`config.mk`:
```
export PLATFORM = sky130hd
export DESIGN_NAME = streaming_kth_largest_unit
export DESIGN_NICKNAME = d
export VERILOG_FILES = /design/src/hdl/skl_pkg.sv /design/src/hdl/streaming_kth_largest_unit.sv /design/src/hdl/skl_cell.sv
export SDC_FILE = /design/constraint.sdc
export NUM_CORES = 2
export LEC_CHECK = 0
export ABC_CLOCK_PERIOD_IN_PS = 7800
export BUFFER_PORTS_ARGS = -buffer_cell sky130_fd_sc_hd__buf_2
export CAP_MARGIN = 20
export CORE_AREA = 2 2 245 247
export CTS_BUF_LIST = sky130_fd_sc_hd__clkbuf_2
export DETAILED_ROUTE_END_ITERATION = 8
export DIE_AREA = 0 0 247 249
export PLACE_DENSITY = 0.9
export SYNTH_ARGS = -nofsm -noshare
export SYNTH_HDL_FRONTEND = slang
export SYNTH_HIERARCHICAL = 1
export SYNTH_SLANG_ARGS = --single-unit
```
`constraint.sdc`:
```
create_clock -name clk -period 7.8 [get_ports clk]
set_input_delay 1.17 -clock clk [delete_from_list [all_inputs] [get_ports clk]]
set_output_delay 1.17 -clock clk [all_outputs]
set_load 0.005 [all_outputs]
```
`src/hdl/skl_pkg.sv`:
```
// ----------------------------------------------------------------------------
// skl_pkg
// Shared types and constants for the streaming k-th largest unit: the input
// and output transaction payloads and the links between the sorted cells.
// ----------------------------------------------------------------------------
package skl_pkg;

    localparam int VALUE_W = 32;
    localparam int RANK_W  = 5;

    // Input transaction payload
    typedef struct packed {
        logic signed [VALUE_W-1:0] value;
        logic                      last_of_set;
    } in_item_t;

    // Output transaction payload
    typedef struct packed {
        logic signed [VALUE_W-1:0] kth_value;
        logic                      set_short;
    } out_item_t;

    // What a cell hands to its lower neighbor
    typedef struct packed {
        logic signed [VALUE_W-1:0] value;  // value held by the cell
        logic                      valid;  // cell holds a kept value
        logic                      ins;    // new value ranks at or above it
    } skl_link_t;

    // Per-cell control from the top level
    typedef struct packed {
        logic shift_en;  // a new value is taken in this cycle
        logic clear;     // empty the store after a set closes
        logic keep;      // cell index is below the effective rank
    } skl_cell_ctrl_t;

endpackage

```
`src/hdl/streaming_kth_largest_unit.sv`:
```
// ----------------------------------------------------------------------------
// streaming_kth_largest_unit
// Keeps the k largest values of the current set in a chain of sorted cells
// and reports the k-th largest when the set closes.
// ----------------------------------------------------------------------------
// Usage: one value is taken per cycle while input ready is high; each value
// is inserted into a row of MAX_RANK sorted cells in the cycle it is
// accepted. Once a transaction marked last_of_set is accepted, input ready
// stays low while the tail of the chain is read into the output register
// and the store is emptied, after any waiting result is taken. rank_k is
// clamped to 1..MAX_RANK; write it only while the unit is idle. When the set
// held fewer than k values, the smallest value seen is reported and
// set_short is raised.
module streaming_kth_largest_unit #(
    parameter int MAX_RANK = 16
) (
    input  logic                        clk,
    input  logic                        rst_n,
    input  logic                        cfg_wr_en,
    input  logic [skl_pkg::RANK_W-1:0]  cfg_wr_data,
    input  logic                        in_valid,
    output logic                        in_ready,
    input  skl_pkg::in_item_t           in_data,
    output logic                        out_valid,
    input  logic                        out_ready,
    output skl_pkg::out_item_t          out_data
);
    import skl_pkg::*;

    localparam int KW = ($clog2(MAX_RANK + 1) > RANK_W) ? $clog2(MAX_RANK + 1) : RANK_W;

    logic [RANK_W-1:0]   rank_k_reg;
    logic [KW-1:0]       rank_ext;
    logic [KW-1:0]       k_eff;
    logic                pend_reg;
    logic                pend_next;
    logic                out_valid_reg;
    logic                out_valid_next;
    out_item_t           out_data_reg;
    out_item_t           out_data_next;
    logic                accept;
    logic                close;
    logic [MAX_RANK-1:0] keep;
    logic [MAX_RANK-1:0] tail;
    logic [MAX_RANK-1:0] boundary;
    logic signed [VALUE_W-1:0] tail_value;
    logic                full;
    skl_link_t           link [MAX_RANK+1];

    // Rank register
    always_ff @(posedge clk or negedge rst_n)
    begin
        if (!rst_n)
        begin
            rank_k_reg <= RANK_W'(1);
        end
        else if (cfg_wr_en)
        begin
            rank_k_reg <= cfg_wr_data;
        end
    end

    // Effective rank, clamped to 1..MAX_RANK
    assign rank_ext = KW'(rank_k_reg);
    always_comb
    begin
        priority if (rank_ext == '0)
        begin
            k_eff = KW'(1);
        end
        else if (rank_ext > KW'(MAX_RANK))
        begin
            k_eff = KW'(MAX_RANK);
        end
        else
        begin
            k_eff = rank_ext;
        end
    end

    // Handshake
    assign in_ready = !pend_reg;
    assign accept   = in_valid && in_ready;
    assign close    = pend_reg && (!out_valid_reg || out_ready);

    // Head of the chain: a full slot that never yields
    assign link[0].value = '0;
    assign link[0].valid = 1'b1;
    assign link[0].ins   = 1'b0;

    // Row of sorted cells
    for (genvar i = 0; i < MAX_RANK; i++)
    begin : g_cell
        skl_cell_ctrl_t ctrl;

        assign keep[i]       = (KW'(i) < k_eff);
        assign ctrl.shift_en = accept;
        assign ctrl.clear    = close;
        assign ctrl.keep     = keep[i];

        skl_cell u_cell (
            .clk       (clk),
            .rst_n     (rst_n),
            .ctrl      (ctrl),
            .new_value (in_data.value),
            .prev      (link[i]),
            .self      (link[i+1])
        );
    end

    // Tail of the kept values and the rank boundary
    for (genvar i = 0; i < MAX_RANK; i++)
    begin : g_tail
        if (i == MAX_RANK - 1)
        begin : g_end
            assign tail[i]     = link[i+1].valid && keep[i];
            assign boundary[i] = keep[i];
        end
        else
        begin : g_mid
            assign tail[i]     = link[i+1].valid && keep[i]
                                 && !(link[i+2].valid && keep[i+1]);
            assign boundary[i] = keep[i] && !keep[i+1];
        end
    end

    // AND-OR select of the tail value
    always_comb
    begin
        tail_value = '0;
        full       = 1'b0;
        for (int i = 0; i < MAX_RANK; i++)
        begin
            tail_value = tail_value | (link[i+1].value & {VALUE_W{tail[i]}});
            full       = full | (link[i+1].valid && boundary[i]);
        end
    end

    // Close and output control
    always_comb
    begin
        pend_next      = pend_reg;
        out_valid_next = out_valid_reg;
        out_data_next  = out_data_reg;
        priority if (close)
        begin
            pend_next               = 1'b0;
            out_valid_next          = 1'b1;
            out_data_next.kth_value = tail_value;
            out_data_next.set_short = !full;
        end
        else
        begin
            if (out_valid_reg && out_ready)
            begin
                out_valid_next = 1'b0;
            end
            if (accept && in_data.last_of_set)
            begin
                pend_next = 1'b1;
            end
        end
    end

    always_ff @(posedge clk or negedge rst_n)
    begin
        if (!rst_n)
        begin
            pend_reg      <= 1'b0;
            out_valid_reg <= 1'b0;
        end
        else
        begin
            pend_reg      <= pend_next;
            out_valid_reg <= out_valid_next;
        end
    end

    // Output payload, no reset
    always_ff @(posedge clk)
    begin
        out_data_reg <= out_data_next;
    end

    assign out_valid = out_valid_reg;
    assign out_data  = out_data_reg;

endmodule

```
`src/hdl/skl_cell.sv`:
```
// ----------------------------------------------------------------------------
// skl_cell
// One slot of the descending sorted store. Compares the broadcast value with
// its own, and either keeps its value, takes the new one, or takes the value
// shifted down from the cell above; a clear or a rank cut empties the slot.
// ----------------------------------------------------------------------------
module skl_cell (
    input  logic                               clk,
    input  logic                               rst_n,
    input  skl_pkg::skl_cell_ctrl_t            ctrl,
    input  logic signed [skl_pkg::VALUE_W-1:0] new_value,
    input  skl_pkg::skl_link_t                 prev,
    output skl_pkg::skl_link_t                 self
);
    import skl_pkg::*;

    logic signed [VALUE_W-1:0] value_reg;
    logic signed [VALUE_W-1:0] value_next;
    logic                      valid_reg;
    logic                      valid_next;
    logic                      ins;

    // New value goes at or above this slot: empty slot, or strictly greater
    assign ins = !valid_reg || ($signed(new_value) > $signed(value_reg));

    assign self.value = value_reg;
    assign self.valid = valid_reg;
    assign self.ins   = ins;

    // Next slot contents
    always_comb
    begin
        value_next = value_reg;
        valid_next = valid_reg;
        priority if (ctrl.clear)
        begin
            valid_next = 1'b0;
        end
        else if (ctrl.shift_en)
        begin
            if (!ctrl.keep)
            begin
                // beyond the rank: cut from the store
                valid_next = 1'b0;
            end
            else
            begin
                if (ins)
                begin
                    value_next = prev.ins ? prev.value : new_value;
                end
                valid_next = valid_reg | prev.valid;
            end
        end
        else
        begin
            // no transaction this cycle: slot holds
            valid_next = valid_reg;
        end
    end

    // Slot payload, no reset
    always_ff @(posedge clk)
    begin
        value_reg <= value_next;
    end

    // Occupancy flag
    always_ff @(posedge clk or negedge rst_n)
    begin
        if (!rst_n)
        begin
            valid_reg <= 1'b0;
        end
        else
        begin
            valid_reg <= valid_next;
        end
    end

endmodule

```
# Word level (Yosys, flattened, before mapping)
# Cells that the tools add are included.
word_totals:
  elab_cells: 352
  ff_bits: 568
classes:
  n_reduce_logical: 151
  n_mux: 69
  order_cmp: 33
  bitwise: 62
ops:
  columns: ["operator", "count"]
  rows:
  - ["32-bit AND", 16]
  - ["32-bit > comparator", 16]
  - ["32-bit 2-to-1 mux", 15]
  - ["32-bit bitwise OR", 15]
  - ["1-bit logical AND", 65]
  - ["4-bit AND reduction", 16]
  - ["1-bit 2-to-1 mux", 52]
  - ["1-bit logical NOT", 49]
  - ["4-bit by 5-bit < comparator with 1-bit output, first input constant", 8]
  - ["1-bit bitwise OR", 30]
  - ["3-bit by 5-bit < comparator with 1-bit output, first input constant", 4]
  - ["1-bit logical OR", 17]
  - ["1-bit by 5-bit < comparator with 1-bit output, first input constant", 2]
  - ["2-bit by 5-bit < comparator with 1-bit output, first input constant", 2]
  - ["5-bit 2-to-1 mux", 2]
  - ["2-bit nonzero test", 3]
  - ["5-bit > comparator, second input constant", 1]
  - ["5-bit logical NOT", 1]
  - ["1-bit NOT", 1]

# Longest topological paths before layout
depth:
  word_depth: 23
  depth_mapped: 13
  ltp_nobuf: 10

# Hierarchy
# The synthesis kept the hierarchy.
modules_own_cells:
  columns: ["module", "seq_area_each_um2", "area_per_inst_um2", "cells_each", "n_inst"]
  rows:
  - ["skl_cell", 985.9, 2249.7, 194, 16]
  - ["streaming_kth_largest_unit", 1167.4, 4807.1, 576, 1]

# Least setup slack after synthesis
# OpenSTA, ideal clock, no wires.
synth_timing:
  kind: "input to register"
  start: "input port in_valid"
  end: "register g_cell[0].u_cell.value_reg[0] (enable)"
  required_ns: 7.381
  setup_slack_ns: 3.202
  stages: 3
  t_arrival_ns: 4.179
  cell_sequence: "nor2b_1 -> nand2_1 -> a211oi_2"
synth_via:
  elab_chain_cells: 2
synth_rtl:
  columns: ["item", "line_no", "source"]
  rows:
  - ["start: declaration", "streaming_kth_largest_unit.sv:21", "input logic in_valid,"]
  - ["1-bit logical AND", "streaming_kth_largest_unit.sv:83", "assign accept = in_valid && in_ready;"]
  - ["4-bit AND reduction (no source line)", null, null]
  - ["end signal: assignment", "skl_cell.sv:65", "value_reg <= value_next;"]
  - ["end: declaration", "skl_cell.sv:17", "logic signed [VALUE_W-1:0] value_reg;"]
# Every way passes these cells.
# A chain may end at the register's enable or synchronous reset.

==> metrics.txt <==
DRT Pass-1 Iters=9; Num CTS Buffers=153; initial antenna violation count=8; status=finished, violations left; crit end category=register; period utilization=53.56%; Worst path slowest cell=a221oi_1; Worst Hold Class=primary input to register; area of the mapped netlist=40790 um^2; mean number of vias per cell=7.082; number of global-route vias before repair=32800; worst vdd ir=0.2104 mV; Starting DRT DRC Count=5721; Layout area overhead=7.027%; Die Y=249 um; WHS=109.0 ps; setup TNS=0 ps; vias=33680; ANT nets after route=0; Final Hold Viols=0; largest net degree at the start of global routing=50; Final Slew Violations=0; failing checks=design-rule violations; Post-CTS Hold Fix Bufs=7; commonest non-fill, non-tap cells in the layout=edfxtp_1 (545), inv_1 (517), ha_1 (512); cell chain of the critical path=a311o_1 -> nand2_1 -> and2_1 -> a221oi_1 -> nand4_1; io pins=78; Worst-path clk slew=100 ps; Port Buf Inserts=77; DRC Markers=2; Final setup viols=0; Power Dens Cells=261.2 nW/um^2; Placeable Area=58690 um^2; CTS tree=built; FMAX=239.4 MHz; HPWL after DPL=96.47 mm; leakage power=19.03 nW; Layout Nets=4422; hold depth=3; first-pass GRT wire length=195.4 mm; overall power=0.01140 W; syn_area_per_cell=11.09 um^2; die area=61500 um^2; pre-CTS setup slack=2751 ps; H-tree depth=4; Die Span X=247 um; fin util=74.39%; Worst Slack Setup Final=3622 ps; Clock Latency Late Sink=1420 ps; Max-Cap Viols=0; clk sink count=568; Syn. warnings=6; most common cell after layout, fill and taps aside=edfxtp_1; Detailed Route WL=131.6 mm; required time worst endpoint=8830 ps; final worst path period need=4178 ps; Mapped Cells=3678; FF-to-FF path depth=5; Clk Tree Root Cell=clkbuf_2; RSZ-0062 raised after global routing=no; post-CTS resize count=0; crit-path max cell delay=1050 ps; crit path DAT=5210 ps; max reg flops=512; CP startpoint kind=register; CP Max Fanout=18; global route total overflow=0; Final Wtd Congestion=1.061; skew final=110.3 ps; fraction of layout cells with a size suffix above 1=24.76%; Initial Utilization=69.51%; Max Root-Sink Buffers=3; WS Path Type=register to register; GR Util All Layers=42.66%; worst slew pin tran=1181 ps; drt wl/cell=27.67 um; # Post-CTS Setup Buffers=0; # rows=89; Max-slew headroom=21.27%
## worst max-delay path, delay by kind of cell, from the launching register on
kind / cells / cell delay [ps]
AOI/OAI and AO/OA: 2 / 1500
and+or+nand+nor: 3 / 1550
DFF: 1 / 800
## power by group
part           total [W]  switching (W)  internal (W)
Combinational    0.00455        0.00270       0.00185
Sequential       0.00463       0.000544       0.00409
Clock            0.00222        0.00135      0.000875
Total             0.0114        0.00459       0.00681
## per-layer routing
| metal | track usage (%) | wire, um |
|---|---|---|
| met5 | 0 | 20 |
| met4 | 20.14 | 7220 |
| met3 | 20.57 | 24240 |
| met2 | 60.19 | 54590 |
| met1 | 54.91 | 45540 |
## path summary, 6_finish.rpt
path	from	endpoint	slack, ps
min in group asynchronous	rst_n	g_cell[13].u_cell/valid_reg	320
worst min register to register	out_valid	out_valid	550
worst max-delay path	rank_ext[0]	out_data[2]	3620
worst min-delay path	out_ready	out_valid	110
max in group asynchronous	rst_n	rank_ext[2]	6950
worst max register to register	rank_ext[0]	out_data[2]	3620
## through the flow
stage | cell area, um^2 | instances
2_1_floorplan | 40920 | 3712
3_3_place_gp | 42210 | 4478
3_5_place_dp | 42210 | 4478
4_1_cts | 43640 | 4751
5_1_grt | 43660 | 4756
6_report | 43660 | 4756
## final cells by class
type | instances | area [um^2]
inverter | 519 | 1948
antenna | 5 | 12.51
fill | 3905 | 15030
timing repair buffer | 161 | 1033
multi-input combinational | 2464 | 21380
clock buffer | 230 | 1151
tap | 773 | 967.2
clock inverter | 36 | 217.7
sequential | 568 | 16940
Note: power is estimated with default switching activity, not from simulation.
